### src/rtl/sgrm_pkg.sv
`default_nettype none
// ----------------------------------------------------------------------------
// sgrm_pkg: shared types and constants of the stereo gain ramp meter
// Widths, register indexes, reset values and the structs that travel between
// the front end, the step divider, the frame queue and the back end.
// ----------------------------------------------------------------------------
package sgrm_pkg;

	localparam int SAMPLE_BITS   = 24;
	localparam int GAIN_FRAC     = 23;
	localparam int GAIN_BITS     = GAIN_FRAC + 2;
	localparam int TARGET_BITS   = 16;
	localparam int TARGET_SHIFT  = GAIN_FRAC - 15;
	localparam int RAMP_BITS     = 16;
	localparam int PROD_BITS     = SAMPLE_BITS + GAIN_BITS;
	localparam int WIDE_BITS     = PROD_BITS - GAIN_FRAC;
	localparam int DIV_CNT_BITS  = $clog2(GAIN_BITS + 1);
	localparam int MID_DEPTH     = 4;
	localparam int MID_PTR_BITS  = $clog2(MID_DEPTH);
	localparam int OUT_DEPTH     = 4;
	localparam int OUT_PTR_BITS  = $clog2(OUT_DEPTH);
	localparam int OUT_CNT_BITS  = OUT_PTR_BITS + 1;
	localparam int CFG_IDX_BITS  = 8;
	localparam int CFG_DATA_BITS = 16;

	localparam logic [TARGET_BITS-1:0] UNITY_Q15 = 16'h8000;
	localparam logic signed [GAIN_BITS-1:0] UNITY_GAIN =
		GAIN_BITS'({UNITY_Q15, {TARGET_SHIFT{1'b0}}});

	// register indexes
	localparam logic [CFG_IDX_BITS-1:0] REG_TARGET_GAIN     = 8'd0;
	localparam logic [CFG_IDX_BITS-1:0] REG_RAMP_FRAMES     = 8'd1;
	localparam logic [CFG_IDX_BITS-1:0] REG_MONO_OUTPUT     = 8'd2;
	localparam logic [CFG_IDX_BITS-1:0] REG_METERING_ENABLE = 8'd3;

	localparam logic [TARGET_BITS-1:0] RST_TARGET_GAIN = UNITY_Q15;
	localparam logic [RAMP_BITS-1:0]   RST_RAMP_FRAMES = 16'd240;

	typedef struct packed {
		logic [TARGET_BITS-1:0] target_gain;
		logic [RAMP_BITS-1:0]   ramp_frames;
		logic                   mono_output;
		logic                   metering_enable;
	} cfg_t;

	typedef struct packed {
		logic signed [SAMPLE_BITS-1:0] left;
		logic signed [SAMPLE_BITS-1:0] right;
		logic                          last;
		logic signed [GAIN_BITS-1:0]   gain;
	} mid_entry_t;

	typedef struct packed {
		logic signed [SAMPLE_BITS-1:0] out_left;
		logic signed [SAMPLE_BITS-1:0] out_right;
		logic [SAMPLE_BITS-1:0]        input_level_peak;
		logic [SAMPLE_BITS-1:0]        output_level_peak;
		logic                          buffer_end;
	} result_t;

	typedef struct packed {
		logic                 start;
		logic [GAIN_BITS-1:0] num;
		logic [RAMP_BITS-1:0] den;
	} div_req_t;

	typedef struct packed {
		logic                 busy;
		logic                 done;
		logic [GAIN_BITS-1:0] quo;
	} div_rsp_t;

	typedef enum logic {
		FS_ACCEPT,
		FS_DIVIDE
	} front_state_t;

endpackage
`default_nettype wire

### src/rtl/sgrm_div.sv
`default_nettype none
// ----------------------------------------------------------------------------
// sgrm_div: radix-2 restoring divider for the ramp step
// Unsigned magnitude divided by the ramp length, one quotient bit a cycle.
// ----------------------------------------------------------------------------
module sgrm_div (
	input  wire logic                clk,
	input  wire logic                arst_n,
	input  wire sgrm_pkg::div_req_t  req,
	output sgrm_pkg::div_rsp_t       rsp
);
	import sgrm_pkg::*;

	logic                    busy_q;
	logic                    done_q;
	logic [DIV_CNT_BITS-1:0] cnt_q;
	logic [GAIN_BITS-1:0]    quo_q;
	logic [RAMP_BITS-1:0]    rem_q;
	logic [RAMP_BITS-1:0]    den_q;
	logic [RAMP_BITS:0]      rem_sh;
	logic [RAMP_BITS:0]      rem_sub;
	logic                    fits;

	assign rem_sh  = {rem_q, quo_q[GAIN_BITS-1]};
	assign fits    = rem_sh >= {1'b0, den_q};
	assign rem_sub = rem_sh - {1'b0, den_q};

	always_ff @(posedge clk or negedge arst_n) begin
		if (!arst_n) begin
			busy_q <= 1'b0;
			done_q <= 1'b0;
			cnt_q  <= '0;
		end else begin
			done_q <= busy_q && (cnt_q == DIV_CNT_BITS'(1));
			if (req.start) begin
				busy_q <= 1'b1;
				cnt_q  <= DIV_CNT_BITS'(GAIN_BITS);
			end else if (busy_q) begin
				cnt_q <= cnt_q - DIV_CNT_BITS'(1);
				if (cnt_q == DIV_CNT_BITS'(1)) begin
					busy_q <= 1'b0;
				end
			end
		end
	end

	always_ff @(posedge clk) begin
		if (req.start) begin
			quo_q <= req.num;
			den_q <= req.den;
			rem_q <= '0;
		end else if (busy_q) begin
			// remainder stays below the divisor, so the top bit is dropped
			rem_q <= fits ? rem_sub[RAMP_BITS-1:0] : rem_sh[RAMP_BITS-1:0];
			quo_q <= {quo_q[GAIN_BITS-2:0], fits};
		end
	end

	assign rsp.busy = busy_q;
	assign rsp.done = done_q;
	assign rsp.quo  = quo_q;

	a_start_idle: assert property (@(posedge clk) disable iff (!arst_n)
		req.start |-> !busy_q)
		else $error("divider started while busy");

	a_done_after_busy: assert property (@(posedge clk) disable iff (!arst_n)
		done_q |-> $past(busy_q))
		else $error("divider done without a division in progress");

endmodule
`default_nettype wire

### src/rtl/sgrm_front.sv
`default_nettype none
// ----------------------------------------------------------------------------
// sgrm_front: frame intake and gain ramp
// Latches the target at buffer start, computes the ramp step through the
// divider, advances the running gain and queues each frame with its gain.
// ----------------------------------------------------------------------------
module sgrm_front (
	input  wire logic                                   clk,
	input  wire logic                                   arst_n,
	input  wire logic                                   push,
	output logic                                        full,
	input  wire logic signed [sgrm_pkg::SAMPLE_BITS-1:0] left_sample,
	input  wire logic signed [sgrm_pkg::SAMPLE_BITS-1:0] right_sample,
	input  wire logic                                   last_frame,
	input  wire sgrm_pkg::cfg_t                         cfg,
	input  wire logic                                   mid_full,
	output logic                                        mid_push,
	output sgrm_pkg::mid_entry_t                        mid_data,
	output sgrm_pkg::div_req_t                          div_req,
	input  wire sgrm_pkg::div_rsp_t                     div_rsp
);
	import sgrm_pkg::*;

	front_state_t state_q, state_d;

	logic signed [GAIN_BITS-1:0]   running_gain_q;
	logic [TARGET_BITS-1:0]        latched_target_q;
	logic signed [GAIN_BITS-1:0]   ramp_step_q;
	logic [RAMP_BITS-1:0]          ramp_left_q;
	logic                          at_start_q;
	logic                          neg_q;
	logic signed [SAMPLE_BITS-1:0] hold_left_q;
	logic signed [SAMPLE_BITS-1:0] hold_right_q;
	logic                          hold_last_q;

	logic                          accept;
	logic [TARGET_BITS-1:0]        t_clamp;
	logic [RAMP_BITS-1:0]          n_eff;
	logic                          need_div;
	logic signed [GAIN_BITS-1:0]   target23;
	logic signed [GAIN_BITS-1:0]   new_target23;
	logic signed [GAIN_BITS-1:0]   diff;
	logic signed [GAIN_BITS-1:0]   step_div;
	logic signed [GAIN_BITS-1:0]   step_sel;
	logic [RAMP_BITS-1:0]          left_dec;
	logic [RAMP_BITS-1:0]          left_upd;
	logic signed [GAIN_BITS-1:0]   gain_upd;

	assign accept   = push && !full;
	assign t_clamp  = (cfg.target_gain > UNITY_Q15) ? UNITY_Q15 : cfg.target_gain;
	assign n_eff    = (cfg.ramp_frames == '0) ? RAMP_BITS'(1) : cfg.ramp_frames;
	assign need_div = at_start_q && (t_clamp != latched_target_q);

	assign target23     = GAIN_BITS'({latched_target_q, {TARGET_SHIFT{1'b0}}});
	assign new_target23 = GAIN_BITS'({t_clamp, {TARGET_SHIFT{1'b0}}});
	assign diff         = new_target23 - running_gain_q;

	assign div_req.start = accept && need_div;
	assign div_req.num   = diff[GAIN_BITS-1] ? GAIN_BITS'(-diff) : GAIN_BITS'(diff);
	assign div_req.den   = n_eff;

	// truncation toward zero: divide magnitudes, restore the sign
	assign step_div = neg_q ? -$signed(div_rsp.quo) : $signed(div_rsp.quo);
	assign step_sel = (state_q == FS_DIVIDE) ? step_div : ramp_step_q;

	always_comb begin
		left_dec = ramp_left_q - RAMP_BITS'(1);
		if (ramp_left_q == '0) begin
			left_upd = '0;
			gain_upd = running_gain_q;
		end else begin
			left_upd = left_dec;
			// the last ramp frame lands exactly on the target
			gain_upd = (left_dec != '0) ? running_gain_q + step_sel : target23;
		end
	end

	always_comb begin
		state_d = state_q;
		unique case (state_q)
			FS_ACCEPT: begin
				if (accept && need_div) begin
					state_d = FS_DIVIDE;
				end
			end
			FS_DIVIDE: begin
				if (div_rsp.done) begin
					state_d = FS_ACCEPT;
				end
			end
			default: state_d = FS_ACCEPT;
		endcase
	end

	always_comb begin
		full           = 1'b1;
		mid_push       = 1'b0;
		mid_data.left  = left_sample;
		mid_data.right = right_sample;
		mid_data.last  = last_frame;
		mid_data.gain  = gain_upd;
		unique case (state_q)
			FS_ACCEPT: begin
				full     = mid_full;
				mid_push = accept && !need_div;
			end
			FS_DIVIDE: begin
				mid_push       = div_rsp.done;
				mid_data.left  = hold_left_q;
				mid_data.right = hold_right_q;
				mid_data.last  = hold_last_q;
			end
			default: begin
				full = 1'b1;
			end
		endcase
	end

	always_ff @(posedge clk or negedge arst_n) begin
		if (!arst_n) begin
			state_q          <= FS_ACCEPT;
			running_gain_q   <= '0;
			latched_target_q <= '0;
			ramp_step_q      <= '0;
			ramp_left_q      <= '0;
			at_start_q       <= 1'b1;
			neg_q            <= 1'b0;
		end else begin
			state_q <= state_d;
			if (accept) begin
				at_start_q <= last_frame;
			end
			if (accept && need_div) begin
				latched_target_q <= t_clamp;
				ramp_left_q      <= n_eff;
				neg_q            <= diff[GAIN_BITS-1];
			end else if (mid_push) begin
				running_gain_q <= gain_upd;
				ramp_left_q    <= left_upd;
				if (state_q == FS_DIVIDE) begin
					ramp_step_q <= step_div;
				end
			end
		end
	end

	always_ff @(posedge clk) begin
		if (accept && need_div) begin
			hold_left_q  <= left_sample;
			hold_right_q <= right_sample;
			hold_last_q  <= last_frame;
		end
	end

	a_done_in_divide: assert property (@(posedge clk) disable iff (!arst_n)
		div_rsp.done |-> (state_q == FS_DIVIDE))
		else $error("step ready while front end not waiting for it");

	a_gain_range: assert property (@(posedge clk) disable iff (!arst_n)
		!running_gain_q[GAIN_BITS-1] && (running_gain_q <= UNITY_GAIN))
		else $error("running gain outside zero to unity");

endmodule
`default_nettype wire

### src/rtl/sgrm_mid_q.sv
`default_nettype none
// ----------------------------------------------------------------------------
// sgrm_mid_q: frame queue between front end and back end
// Small register queue of frames tagged with their gain.
// ----------------------------------------------------------------------------
module sgrm_mid_q (
	input  wire logic                  clk,
	input  wire logic                  arst_n,
	input  wire logic                  push,
	input  wire sgrm_pkg::mid_entry_t  data_in,
	output logic                       full,
	input  wire logic                  pop,
	output sgrm_pkg::mid_entry_t       head,
	output logic                       empty
);
	import sgrm_pkg::*;

	mid_entry_t              mem_q [MID_DEPTH];
	logic [MID_PTR_BITS-1:0] wr_ptr_q;
	logic [MID_PTR_BITS-1:0] rd_ptr_q;
	logic [MID_PTR_BITS:0]   cnt_q;
	logic                    do_push;
	logic                    do_pop;

	assign full    = cnt_q == (MID_PTR_BITS + 1)'(MID_DEPTH);
	assign empty   = cnt_q == '0;
	assign do_push = push && !full;
	assign do_pop  = pop && !empty;
	assign head    = mem_q[rd_ptr_q];

	always_ff @(posedge clk or negedge arst_n) begin
		if (!arst_n) begin
			wr_ptr_q <= '0;
			rd_ptr_q <= '0;
			cnt_q    <= '0;
		end else begin
			if (do_push) begin
				wr_ptr_q <= wr_ptr_q + MID_PTR_BITS'(1);
			end
			if (do_pop) begin
				rd_ptr_q <= rd_ptr_q + MID_PTR_BITS'(1);
			end
			if (do_push && !do_pop) begin
				cnt_q <= cnt_q + (MID_PTR_BITS + 1)'(1);
			end else if (do_pop && !do_push) begin
				cnt_q <= cnt_q - (MID_PTR_BITS + 1)'(1);
			end
		end
	end

	always_ff @(posedge clk) begin
		if (do_push) begin
			mem_q[wr_ptr_q] <= data_in;
		end
	end

endmodule
`default_nettype wire

### src/rtl/sgrm_back.sv
`default_nettype none
// ----------------------------------------------------------------------------
// sgrm_back: gain multiply, mono mix, saturation and peak metering
// Two pipeline stages feed a result queue; frames are drawn from the frame
// queue only when the result queue has room for everything in flight.
// ----------------------------------------------------------------------------
module sgrm_back (
	input  wire logic                  clk,
	input  wire logic                  arst_n,
	input  wire sgrm_pkg::cfg_t        cfg,
	input  wire logic                  meter_clr,
	input  wire sgrm_pkg::mid_entry_t  mid_head,
	input  wire logic                  mid_empty,
	output logic                       mid_pop,
	input  wire logic                  pop,
	output logic                       empty,
	output sgrm_pkg::result_t          res_head
);
	import sgrm_pkg::*;

	function automatic logic [SAMPLE_BITS-1:0] mag(input logic signed [SAMPLE_BITS-1:0] v);
		logic [SAMPLE_BITS-1:0] r;
		r = v[SAMPLE_BITS-1] ? (SAMPLE_BITS'(~v) + SAMPLE_BITS'(1)) : SAMPLE_BITS'(v);
		return r;
	endfunction

	function automatic logic signed [SAMPLE_BITS-1:0] sat(input logic signed [WIDE_BITS-1:0] v);
		logic                          in_range;
		logic signed [SAMPLE_BITS-1:0] r;
		in_range = v[WIDE_BITS-1:SAMPLE_BITS-1] ==
			{(WIDE_BITS - SAMPLE_BITS + 1){v[SAMPLE_BITS-1]}};
		r = in_range ? v[SAMPLE_BITS-1:0] :
			{v[WIDE_BITS-1], {(SAMPLE_BITS - 1){~v[WIDE_BITS-1]}}};
		return r;
	endfunction

	function automatic logic [SAMPLE_BITS-1:0] max3(input logic [SAMPLE_BITS-1:0] a,
		input logic [SAMPLE_BITS-1:0] b, input logic [SAMPLE_BITS-1:0] c);
		logic [SAMPLE_BITS-1:0] m;
		m = (b > a) ? b : a;
		m = (c > m) ? c : m;
		return m;
	endfunction

	// stage 1: products
	logic                          v_s1;
	logic signed [PROD_BITS-1:0]   prod_l_s1;
	logic signed [PROD_BITS-1:0]   prod_r_s1;
	logic [SAMPLE_BITS-1:0]        imag_l_s1;
	logic [SAMPLE_BITS-1:0]        imag_r_s1;
	logic                          last_s1;
	// stage 2: output samples
	logic                          v_s2;
	logic signed [SAMPLE_BITS-1:0] out_l_s2;
	logic signed [SAMPLE_BITS-1:0] out_r_s2;
	logic [SAMPLE_BITS-1:0]        imag_l_s2;
	logic [SAMPLE_BITS-1:0]        imag_r_s2;
	logic                          last_s2;

	logic [SAMPLE_BITS-1:0]        in_peak_q;
	logic [SAMPLE_BITS-1:0]        out_peak_q;

	result_t                       res_q [OUT_DEPTH];
	logic [OUT_PTR_BITS-1:0]       res_wr_q;
	logic [OUT_PTR_BITS-1:0]       res_rd_q;
	logic [OUT_CNT_BITS-1:0]       res_cnt_q;
	logic [OUT_CNT_BITS:0]         occ;
	logic                          res_pop;

	logic signed [WIDE_BITS-1:0]   wide_l;
	logic signed [WIDE_BITS-1:0]   wide_r;
	logic signed [WIDE_BITS:0]     mix_sum;
	logic signed [WIDE_BITS-1:0]   sel_l;
	logic signed [WIDE_BITS-1:0]   sel_r;

	logic [SAMPLE_BITS-1:0]        in_peak_new;
	logic [SAMPLE_BITS-1:0]        out_peak_new;
	result_t                       res_new;

	// credit check: queued plus in-flight results never exceed the queue
	assign occ     = (OUT_CNT_BITS + 1)'(res_cnt_q) + (OUT_CNT_BITS + 1)'(v_s1)
		+ (OUT_CNT_BITS + 1)'(v_s2);
	assign mid_pop = !mid_empty && (occ < (OUT_CNT_BITS + 1)'(OUT_DEPTH));

	// floor shift of the product is an arithmetic part-select
	assign wide_l  = $signed(prod_l_s1[PROD_BITS-1:GAIN_FRAC]);
	assign wide_r  = $signed(prod_r_s1[PROD_BITS-1:GAIN_FRAC]);
	assign mix_sum = {wide_l[WIDE_BITS-1], wide_l} + {wide_r[WIDE_BITS-1], wide_r};

	always_comb begin
		if (cfg.mono_output) begin
			sel_l = $signed(mix_sum[WIDE_BITS:1]);
			sel_r = $signed(mix_sum[WIDE_BITS:1]);
		end else begin
			sel_l = wide_l;
			sel_r = wide_r;
		end
	end

	always_comb begin
		in_peak_new            = max3(in_peak_q, imag_l_s2, imag_r_s2);
		out_peak_new           = max3(out_peak_q, mag(out_l_s2), mag(out_r_s2));
		res_new.out_left       = out_l_s2;
		res_new.out_right      = out_r_s2;
		res_new.buffer_end     = last_s2;
		res_new.input_level_peak  = '0;
		res_new.output_level_peak = '0;
		if (cfg.metering_enable && last_s2) begin
			res_new.input_level_peak  = in_peak_new;
			res_new.output_level_peak = out_peak_new;
		end
	end

	always_ff @(posedge clk or negedge arst_n) begin
		if (!arst_n) begin
			v_s1       <= 1'b0;
			v_s2       <= 1'b0;
			in_peak_q  <= '0;
			out_peak_q <= '0;
		end else begin
			v_s1 <= mid_pop;
			v_s2 <= v_s1;
			if (meter_clr) begin
				in_peak_q  <= '0;
				out_peak_q <= '0;
			end else if (v_s2 && cfg.metering_enable) begin
				in_peak_q  <= last_s2 ? '0 : in_peak_new;
				out_peak_q <= last_s2 ? '0 : out_peak_new;
			end
		end
	end

	always_ff @(posedge clk) begin
		if (mid_pop) begin
			prod_l_s1 <= PROD_BITS'(mid_head.left) * PROD_BITS'(mid_head.gain);
			prod_r_s1 <= PROD_BITS'(mid_head.right) * PROD_BITS'(mid_head.gain);
			imag_l_s1 <= mag(mid_head.left);
			imag_r_s1 <= mag(mid_head.right);
			last_s1   <= mid_head.last;
		end
		if (v_s1) begin
			out_l_s2  <= sat(sel_l);
			out_r_s2  <= sat(sel_r);
			imag_l_s2 <= imag_l_s1;
			imag_r_s2 <= imag_r_s1;
			last_s2   <= last_s1;
		end
	end

	// result queue
	assign empty    = res_cnt_q == '0;
	assign res_pop  = pop && !empty;
	assign res_head = res_q[res_rd_q];

	always_ff @(posedge clk or negedge arst_n) begin
		if (!arst_n) begin
			res_wr_q  <= '0;
			res_rd_q  <= '0;
			res_cnt_q <= '0;
		end else begin
			if (v_s2) begin
				res_wr_q <= res_wr_q + OUT_PTR_BITS'(1);
			end
			if (res_pop) begin
				res_rd_q <= res_rd_q + OUT_PTR_BITS'(1);
			end
			if (v_s2 && !res_pop) begin
				res_cnt_q <= res_cnt_q + OUT_CNT_BITS'(1);
			end else if (res_pop && !v_s2) begin
				res_cnt_q <= res_cnt_q - OUT_CNT_BITS'(1);
			end
		end
	end

	always_ff @(posedge clk) begin
		if (v_s2) begin
			res_q[res_wr_q] <= res_new;
		end
	end

	a_no_overflow: assert property (@(posedge clk) disable iff (!arst_n)
		v_s2 |-> (res_cnt_q < OUT_CNT_BITS'(OUT_DEPTH)) || res_pop)
		else $error("result queue written while full");

	a_credit: assert property (@(posedge clk) disable iff (!arst_n)
		occ <= (OUT_CNT_BITS + 1)'(OUT_DEPTH))
		else $error("more words in flight than result queue slots");

endmodule
`default_nettype wire

### src/rtl/stereo_gain_ramp_meter_core.sv
`default_nettype none
// ----------------------------------------------------------------------------
// stereo_gain_ramp_meter_core: smoothed stereo gain with mono mix and metering
// Frames enter through a queue-style push/full port and results leave through
// an empty/pop port, one result word per frame, in order.
// Usage:
//   - push a frame while full is low; read the result word while empty is low
//     and take it with pop.
//   - a frame that is not a buffer start with a changed target goes straight
//     into the frame queue; its result passes the product and output stages.
//   - a buffer start with a changed target runs the ramp-step divider, one
//     quotient bit per cycle, so the front end holds full high until the
//     divider is done and only then queues that frame with its gain.
//   - write registers over cfg_valid/cfg_ready/cfg_index/cfg_data only while
//     no frame is in flight; cfg_ready is always high. Writing the metering
//     register clears both peak accumulators.
//   - a receiver that stops popping fills the four-word result queue, then
//     the four-word frame queue, after which full goes high.
//   - reset empties both queues, zeroes the running gain and ramp, marks the
//     next frame as a buffer start and loads the register defaults.
// ----------------------------------------------------------------------------
module stereo_gain_ramp_meter_core (
	input  wire logic                                    clk,
	input  wire logic                                    arst_n,
	input  wire logic                                    push,
	output logic                                         full,
	input  wire logic signed [sgrm_pkg::SAMPLE_BITS-1:0]  left_sample,
	input  wire logic signed [sgrm_pkg::SAMPLE_BITS-1:0]  right_sample,
	input  wire logic                                    last_frame,
	output logic                                         empty,
	input  wire logic                                    pop,
	output logic signed [sgrm_pkg::SAMPLE_BITS-1:0]       out_left,
	output logic signed [sgrm_pkg::SAMPLE_BITS-1:0]       out_right,
	output logic [sgrm_pkg::SAMPLE_BITS-1:0]              input_level_peak,
	output logic [sgrm_pkg::SAMPLE_BITS-1:0]              output_level_peak,
	output logic                                         buffer_end,
	input  wire logic                                    cfg_valid,
	output logic                                         cfg_ready,
	input  wire logic [sgrm_pkg::CFG_IDX_BITS-1:0]        cfg_index,
	input  wire logic [sgrm_pkg::CFG_DATA_BITS-1:0]       cfg_data
);
	import sgrm_pkg::*;

	cfg_t       cfg_q;
	logic       cfg_wr;
	logic       meter_clr;
	logic       mid_full;
	logic       mid_push;
	logic       mid_pop;
	logic       mid_empty;
	mid_entry_t mid_in;
	mid_entry_t mid_head;
	div_req_t   div_req;
	div_rsp_t   div_rsp;
	result_t    res_head;

	assign cfg_ready = 1'b1;
	assign cfg_wr    = cfg_valid && cfg_ready;
	assign meter_clr = cfg_wr && (cfg_index == REG_METERING_ENABLE);

	always_ff @(posedge clk or negedge arst_n) begin
		if (!arst_n) begin
			cfg_q.target_gain     <= RST_TARGET_GAIN;
			cfg_q.ramp_frames     <= RST_RAMP_FRAMES;
			cfg_q.mono_output     <= 1'b0;
			cfg_q.metering_enable <= 1'b0;
		end else if (cfg_wr) begin
			unique case (cfg_index)
				REG_TARGET_GAIN:     cfg_q.target_gain     <= cfg_data[TARGET_BITS-1:0];
				REG_RAMP_FRAMES:     cfg_q.ramp_frames     <= cfg_data[RAMP_BITS-1:0];
				REG_MONO_OUTPUT:     cfg_q.mono_output     <= cfg_data[0];
				REG_METERING_ENABLE: cfg_q.metering_enable <= cfg_data[0];
				default: ;
			endcase
		end
	end

	sgrm_front u_front (
		.clk          (clk),
		.arst_n       (arst_n),
		.push         (push),
		.full         (full),
		.left_sample  (left_sample),
		.right_sample (right_sample),
		.last_frame   (last_frame),
		.cfg          (cfg_q),
		.mid_full     (mid_full),
		.mid_push     (mid_push),
		.mid_data     (mid_in),
		.div_req      (div_req),
		.div_rsp      (div_rsp)
	);

	sgrm_div u_div (
		.clk    (clk),
		.arst_n (arst_n),
		.req    (div_req),
		.rsp    (div_rsp)
	);

	sgrm_mid_q u_mid_q (
		.clk     (clk),
		.arst_n  (arst_n),
		.push    (mid_push),
		.data_in (mid_in),
		.full    (mid_full),
		.pop     (mid_pop),
		.head    (mid_head),
		.empty   (mid_empty)
	);

	sgrm_back u_back (
		.clk       (clk),
		.arst_n    (arst_n),
		.cfg       (cfg_q),
		.meter_clr (meter_clr),
		.mid_head  (mid_head),
		.mid_empty (mid_empty),
		.mid_pop   (mid_pop),
		.pop       (pop),
		.empty     (empty),
		.res_head  (res_head)
	);

	assign out_left          = res_head.out_left;
	assign out_right         = res_head.out_right;
	assign input_level_peak  = res_head.input_level_peak;
	assign output_level_peak = res_head.output_level_peak;
	assign buffer_end        = res_head.buffer_end;

endmodule
`default_nettype wire

### config.mk
export PLATFORM = sky130hd
export DESIGN_NAME = stereo_gain_ramp_meter_core
export DESIGN_NICKNAME = d
export VERILOG_FILES = /design/src/rtl/sgrm_pkg.sv /design/src/rtl/sgrm_div.sv /design/src/rtl/sgrm_front.sv /design/src/rtl/sgrm_mid_q.sv /design/src/rtl/sgrm_back.sv /design/src/rtl/stereo_gain_ramp_meter_core.sv
export SDC_FILE = /design/constraint.sdc
export NUM_CORES = 2
export LEC_CHECK = 0
export BUFFER_PORTS_ARGS = -buffer_cell sky130_fd_sc_hd__buf_2
export CAP_MARGIN = 20
export CORE_MARGIN = 2
export CORE_UTILIZATION = 59
export CTS_CLUSTER_SIZE = 30
export DETAILED_ROUTE_END_ITERATION = 8
export HOLD_SLACK_MARGIN = 0.06
export PLACE_DENSITY = 0.81
export SLEW_MARGIN = 5
export SYNTH_ARGS = -nofsm -noshare
export SYNTH_HDL_FRONTEND = slang
export SYNTH_SLANG_ARGS = --single-unit
### constraint.sdc
create_clock -name clk -period 10.6 [get_ports clk]
set_clock_uncertainty 0.2 [all_clocks]
set_input_delay 2.12 -clock clk [delete_from_list [all_inputs] [get_ports clk]]
set_output_delay 2.12 -clock clk [all_outputs]
set_load 0.02 [all_outputs]
* Yosys cells after proc, flatten, opt, wreduce, memory -nomap -nowiden
Memories as Yosys holds them, arrays and structs flattened.
Cells that the tools add are included.
** Cells by class
- Add/subtract/negate cells :: 22
- $mul :: 2
- Order comparisons :: 7
- Equality and inequality tests :: 8
- Mux-type cells :: 51
- Bitwise logic cells :: 8
- Reductions and logical operators :: 41
** Operators with widths (count)
- two-way mux 24 bit :: 14
- two-way mux 25 bit :: 7
- multiplier 24 x 25 -> 49 bit :: 2
- adder 24 x 2 -> 24 bit, second input constant :: 4
- greater-than comparator 24 bit :: 4
- two-way mux 16 bit :: 6
- NOT 24 bit :: 4
- two-way mux 26 bit :: 2
- negator 25 bit :: 2
- two-way mux 49 bit :: 1
- two-way mux 48 bit :: 1
- two-way mux 23 bit :: 2
- logical NOT 16 bit :: 2
- adder 26 x 26 -> 27 bit :: 1
- adder 25 bit :: 1
- subtractor 25 bit :: 1
- >= comparator 17 x 16 -> 1 bit :: 1
- == test 8 x 2 -> 1 bit, second input constant :: 2
- greater-than comparator 16 bit, second input constant :: 1
- logical AND 1 bit :: 16
- inequality test 16 bit :: 1
- nonzero test 16 bit :: 1
- subtractor 16 x 1 -> 16 bit, second input constant :: 1
- subtractor 16 bit :: 1
- other kinds (21) :: 61
** Word-level totals
- Bits in registers :: 540
- Bits in writable memories :: 684
- Input bits :: 78
- Word-level logic and storage cells :: 183
- Memories kept :: 2
** Memory list
- u_back.res_q :: depth 4, width 97, read ports 1, clocked after Yosys merged registers in 0, wr ports 1, line sgrm_back.sv:63 : result_t res_q [OUT_DEPTH];
- u_mid_q.mem_q :: depth 4, width 74, read ports 1, clocked after Yosys merged registers in 0, wr ports 1, line sgrm_mid_q.sv:18 : mid_entry_t mem_q [MID_DEPTH];

* Longest topological paths before layout
- Word-level depth :: 12
- Depth in mapped cells :: 39
- Depth with buffers taken out :: 30

* Modules after synthesis
From an unflattened synthesis, not the netlist that was laid out.
** Second synthesis, totals
- Cells, all modules :: 8592
- Area total of the unflattened synthesis :: 98385.6 um^2
** By module, submodules not included
- sgrm_back :: times used 1, cells each 6578, area an instance 71929.0 um^2, sequential area each 19023.2 um^2
- sgrm_mid_q :: times used 1, cells each 423, area an instance 11141.9 um^2, sequential area each 9063.7 um^2
- sgrm_front :: times used 1, cells each 1196, area an instance 10408.7 um^2, sequential area each 3599.7 um^2
- sgrm_div :: times used 1, cells each 315, area an instance 3479.6 um^2, sequential area each 1726.7 um^2
- stereo_gain_ramp_meter_core :: times used 1, cells each 80, area an instance 1426.4 um^2, sequential area each 857.1 um^2

* Worst setup path after synthesis
OpenSTA, ideal clock, no wires.
- Kind :: reg2reg
- Start :: register u_back.v_s1
- End :: register u_mid_q.cnt_q[1]
- Data arrival time :: 11.120 ns
- Path slack :: -0.844 ns
- Cell stages (with the launch flop) :: 8
- Clock period less this slack :: 11.444 ns
- Cells stage by stage :: dfrtp_1 -> a21o_1 -> a211oi_1 -> inv_1 -> ha_1 -> inv_1 -> fa_1 -> mux2_2
** Between the ends
- Longest elaborated chain between the ends :: 8
- Elaborated cells on any way between the ends :: 10
- Classes of those cells :: 2 x add/sub; 1 x order compare; 1 x mux; 6 x reduce/logical
** RTL lines
- start: declaration :: line sgrm_back.sv:46 : logic v_s1;
- start signal: assignment :: line sgrm_back.sv:121 : v_s1 <= mid_pop;
- adder 3 x 1 -> 4 bit * :: line sgrm_back.sv:81 : assign occ = (OUT_CNT_BITS + 1)'(res_cnt_q) + (OUT_CNT_BITS + 1)'(v_s1)
- adder 4 x 1 -> 4 bit * :: line sgrm_back.sv:82 : + (OUT_CNT_BITS + 1)'(v_s2);
- < comparator 4 x 3 -> 1 bit * :: line sgrm_back.sv:83 : assign mid_pop = !mid_empty && (occ < (OUT_CNT_BITS + 1)'(OUT_DEPTH));
- logical AND 1 bit * :: line sgrm_back.sv:83
- via mid_pop :: line stereo_gain_ramp_meter_core.sv:49 : logic mid_pop;
- logical AND 1 bit * :: line sgrm_mid_q.sv:28 : assign do_pop = pop && !empty;
- logical NOT 1 bit :: line sgrm_mid_q.sv:43 : if (do_push && !do_pop) begin
- logical AND 1 bit :: line sgrm_mid_q.sv:43
- two-way mux 3 bit / nonzero test 2 bit (equally long branches)
- end signal: assignment :: line sgrm_mid_q.sv:44 : cnt_q <= cnt_q + (MID_PTR_BITS + 1)'(1);
- end signal: assignment :: line sgrm_mid_q.sv:46 : cnt_q <= cnt_q - (MID_PTR_BITS + 1)'(1);
- end: declaration :: line sgrm_mid_q.sv:21 : logic [MID_PTR_BITS:0] cnt_q;
Mark *: on every way through the listed nets, which the timed path passes. The rest lies on a longest branch.
A chain may end at the register's enable or synchronous reset.

==> out/qor.txt <==
====================================================================================================
IO buf count                                                                                     176
Cell mode on critical path                                                              sky130_fd_sc_hd__fa_1
Startpoint Class                                                                           flip-flop
Number of buffers inserted for hold repair after clock tree synthesis                              0
Number of synthesized flops with an enable pin                                                   972
Wire length of the first global-routing pass                                                  427 mm
Final-layout fill cell count                                                                   12300
Global-route congestion overflow total                                                             0
Area Overhead vs Synth                                                                         8.10%
Maximum number of pins on one net before global-route repair                                     102
Via count of the first global-routing pass                                                     70700
Max Root-Sink Buffers                                                                              3
Post-synth top flop                                                                     sky130_fd_sc_hd__edfxtp_1
Number of iterations in the first detailed-routing pass                                            6
Final net count                                                                                10600
Total of warnings raised by yosys                                                                  0
Average footprint of a synthesized cell                                                   11.1 sq um
Most frequent cells after synthesis                                                     sky130_fd_sc_hd__inv_1 (1395), sky130_fd_sc_hd__fa_1 (1261), sky130_fd_sc_hd__edfxtp_1 (972)
Top cells by area in the synthesized netlist                                            sky130_fd_sc_hd__edfxtp_1 (30%), sky130_fd_sc_hd__fa_1 (26%), sky130_fd_sc_hd__ha_1 (5.9%)
Ratio of cells with drive above 1 in the final layout                                          11.2%
Number of distinct library cells after synthesis                                                  95
Worst slew margin relative to its limit                                                        15.0%
Adder-cell area share of the yosys netlist                                                     31.8%
Async SR Flop Fraction                                                                         16.1%
Accumulated negative setup slack                                                                0 ns
Wire length per cell                                                                         24.9 um
Number of H-tree levels                                                                            3
Height of the chip                                                                            411 um
1st-iter DRT viols                                                                              7535
Clock-pin slew reported for the worst setup and hold paths after clock tree synthesis        0.06 ns
Worst skew pair latency                                                                      0.79 ns
Cell at the slowest stage of the critical path                                          sky130_fd_sc_hd__dfrtp_4
Clock tree root buffer cell                                                             sky130_fd_sc_hd__clkbuf_16
Arrival time worst endpoint                                                                 10.40 ns
DRC errors left                                                                                    0
Worst-margin pin slew                                                                        1.26 ns
Synth Area in Simple Gates                                                                     9.99%
Final critical-path share of the clock period                                                  95.2%
Total number of vias                                                                           68200
Die area                                                                                 0.169 sq mm
CTS Buf Count                                                                                    117
Unrepaired setup endpoints after global routing                                                false
Post-synthesis mux area share                                                                  5.96%
Compound-cell area share of the yosys netlist                                                  7.37%
Post-layout util                                                                               64.1%
Starting density of the core                                                                   59.3%
Main combinational cell family by area after synthesis                                   adder cells
Global placement routability congestion                                                         1.02
Top-level port count                                                                             178
Endpoint class of the critical path                                                        flip-flop
CTS tree                                                                                       built
Floorplan die width                                                                           411 um
Row cnt                                                                                          149
Result of the run                                                                       finished clean
Slew Viols, Final                                                                                  0
Routed via count divided by cell count                                                          6.12
Critical Path RT                                                                            10.90 ns
Area share of the largest cell type after synthesis                                            29.9%
Final setup violation count                                                                        0
Final number of hold-violating endpoints                                                           0
Most common cell in the netlist                                                         sky130_fd_sc_hd__inv_1
Library cell occupying the most area in the post-synthesis netlist                      sky130_fd_sc_hd__edfxtp_1
Number of nets produced by synthesis                                                           10600
Overall routing resource usage                                                                 33.7%
# Max-Cap Violations                                                                               0
Final Critical Period                                                                       10.10 ns
Crit path largest cell delay                                                                 0.80 ns
Number of antenna violations at the first check in global routing                                 12
Detailed Place HPWL                                                                           210 mm
DRT antenna net count                                                                              0
Startpoint-to-endpoint class of the critical path                                            reg2reg
Seq cells post-synth                                                                            1178
Share of synthesized area occupied by flip-flops and latches                                   35.1%
Post-synthesis share of cell area spent on xor and xnor gates                                  2.62%
Gate Count Post-Synth                                                                           8787
FMAX                                                                                        99.0 MHz
Drt total wl                                                                                  278 mm
Core footprint                                                                           0.165 sq mm
CP Max Fanout                                                                                     32
Kind of path behind the tightest hold check                                                  reg2reg
CTS sink count                                                                                  1178
Cell area after synthesis                                                               0.0976 sq mm
====================================================================================================
## path summary, 6_finish.rpt
check / slack, ns / end / depth (start not counted) / start
setup reg to reg: 0.50 / u_back.prod_l_s1[48] / 28 / u_mid_q.rd_ptr_q[0]
min in group asynchronous: 1.16 / u_front.running_gain_q[1] / 1 / arst_n
setup / recovery: 0.50 / u_back.prod_l_s1[48] / 28 / u_mid_q.rd_ptr_q[0]
hold reg to reg: 0.21 / u_back.imag_l_s2[22] / 0 / u_back.imag_l_s1[22]
hold / removal: 0.21 / u_back.imag_l_s2[22] / 0 / u_back.imag_l_s1[22]
max in group asynchronous: 7.27 / u_back.v_s1 / 2 / arst_n
## per-layer routing
metal / track usage [%] / wire, um / vias up
met5: 0 / 48 / -
met4: 14.1 / 14000 / 8
met3: 8.49 / 32000 / 833
met2: 51.3 / 124000 / 3995
met1: 46.3 / 108000 / 34300
li1: - / - / 29000
## final cells by class
type	count	area, sq um	share of cell area [%]
inverters	1397	5250	4.97
multi-input cells	5777	56600	53.7
clock buffers	129	3010	2.86
repair buffers	377	2490	2.36
clock inverters	94	1040	0.989
well taps	2189	2740	2.60
diodes	5	12.5	0.0119
flip-flops and latches	1178	34300	32.5
## worst max-delay path: cells and delay by family (launching register included)
kind | cells | cell delay [ns]
mux | 1 | 0.20
flops | 1 | 0.80
simple gates | 2 | 0.60
xor+xnor | 1 | 0.08
fa+ha+maj | 8 | 4.38
compound gates | 10 | 1.72
buf+inv | 6 | 1.80
## layout by cell type, fill, tap and decap left out, types with 189 or more instances in the layout
master / n
sky130_fd_sc_hd__a21oi_1: 264
sky130_fd_sc_hd__buf_4: 190
sky130_fd_sc_hd__edfxtp_1: 972
sky130_fd_sc_hd__fa_1: 1261
sky130_fd_sc_hd__ha_1: 462
sky130_fd_sc_hd__inv_1: 1395
sky130_fd_sc_hd__mux2_2: 189
sky130_fd_sc_hd__nand2_1: 961
sky130_fd_sc_hd__nor2_1: 730
sky130_fd_sc_hd__o21ai_0: 229
sky130_fd_sc_hd__xnor2_1: 197
## sequential cells by signal, indices dropped and copies added, names as in the netlist, 5 cells and up
name / cells
u_div.cnt_q: 5
u_back.out_r_s2: 24
u_back.imag_l_s2: 24
u_back.res_q: 388
u_back.prod_r_s1: 26
u_back.in_peak_q: 24
u_front.hold_right_q: 24
u_div.den_q: 16
u_div.quo_q: 25
u_div.rem_q: 16
u_front.ramp_left_q: 16
u_back.out_l_s2: 24
u_back.out_peak_q: 24
u_back.imag_l_s1: 24
u_front.hold_left_q: 24
u_front.latched_target_q: 16
u_back.prod_l_s1: 26
u_front.ramp_step_q: 25
u_mid_q.mem_q: 296
u_back.imag_r_s1: 24
u_front.running_gain_q: 25
cfg_q: 34
u_back.imag_r_s2: 24
## logic make-up after synthesis
| logic type | count (synthesis) |
|---|---|
| xor+xnor | 292 |
| fa+ha+maj | 1723 |
| flops | 1178 |
| buf+inv | 1832 |
| simple gates | 2237 |
| other cells | 1 |
| compound gates | 1119 |
| mux | 405 |
## what timing repair did
item / in CTS / in global routing
endpoints found under the setup margin: 0 / 2
buffers inserted: 0 / 0
resized for setup: 0 / 1
## metrics by stage
stage	cells	setup WS [ns]	hold slack [ns]	area, sq um
after detailed placement	10900	0.576	0.205	101000
after global placement	10900	0.644	0.201	101000
after floorplan	8787	0.521	0.200	97600
final	11100	0.504	0.212	105000
after CTS	11100	0.526	0.202	105000
after global routing	11100	0.0447	0.202	105000
Power is left out: the tool's default activity adds up to more than one toggle a clock period on the data nets, which glitch-free logic cannot reach.
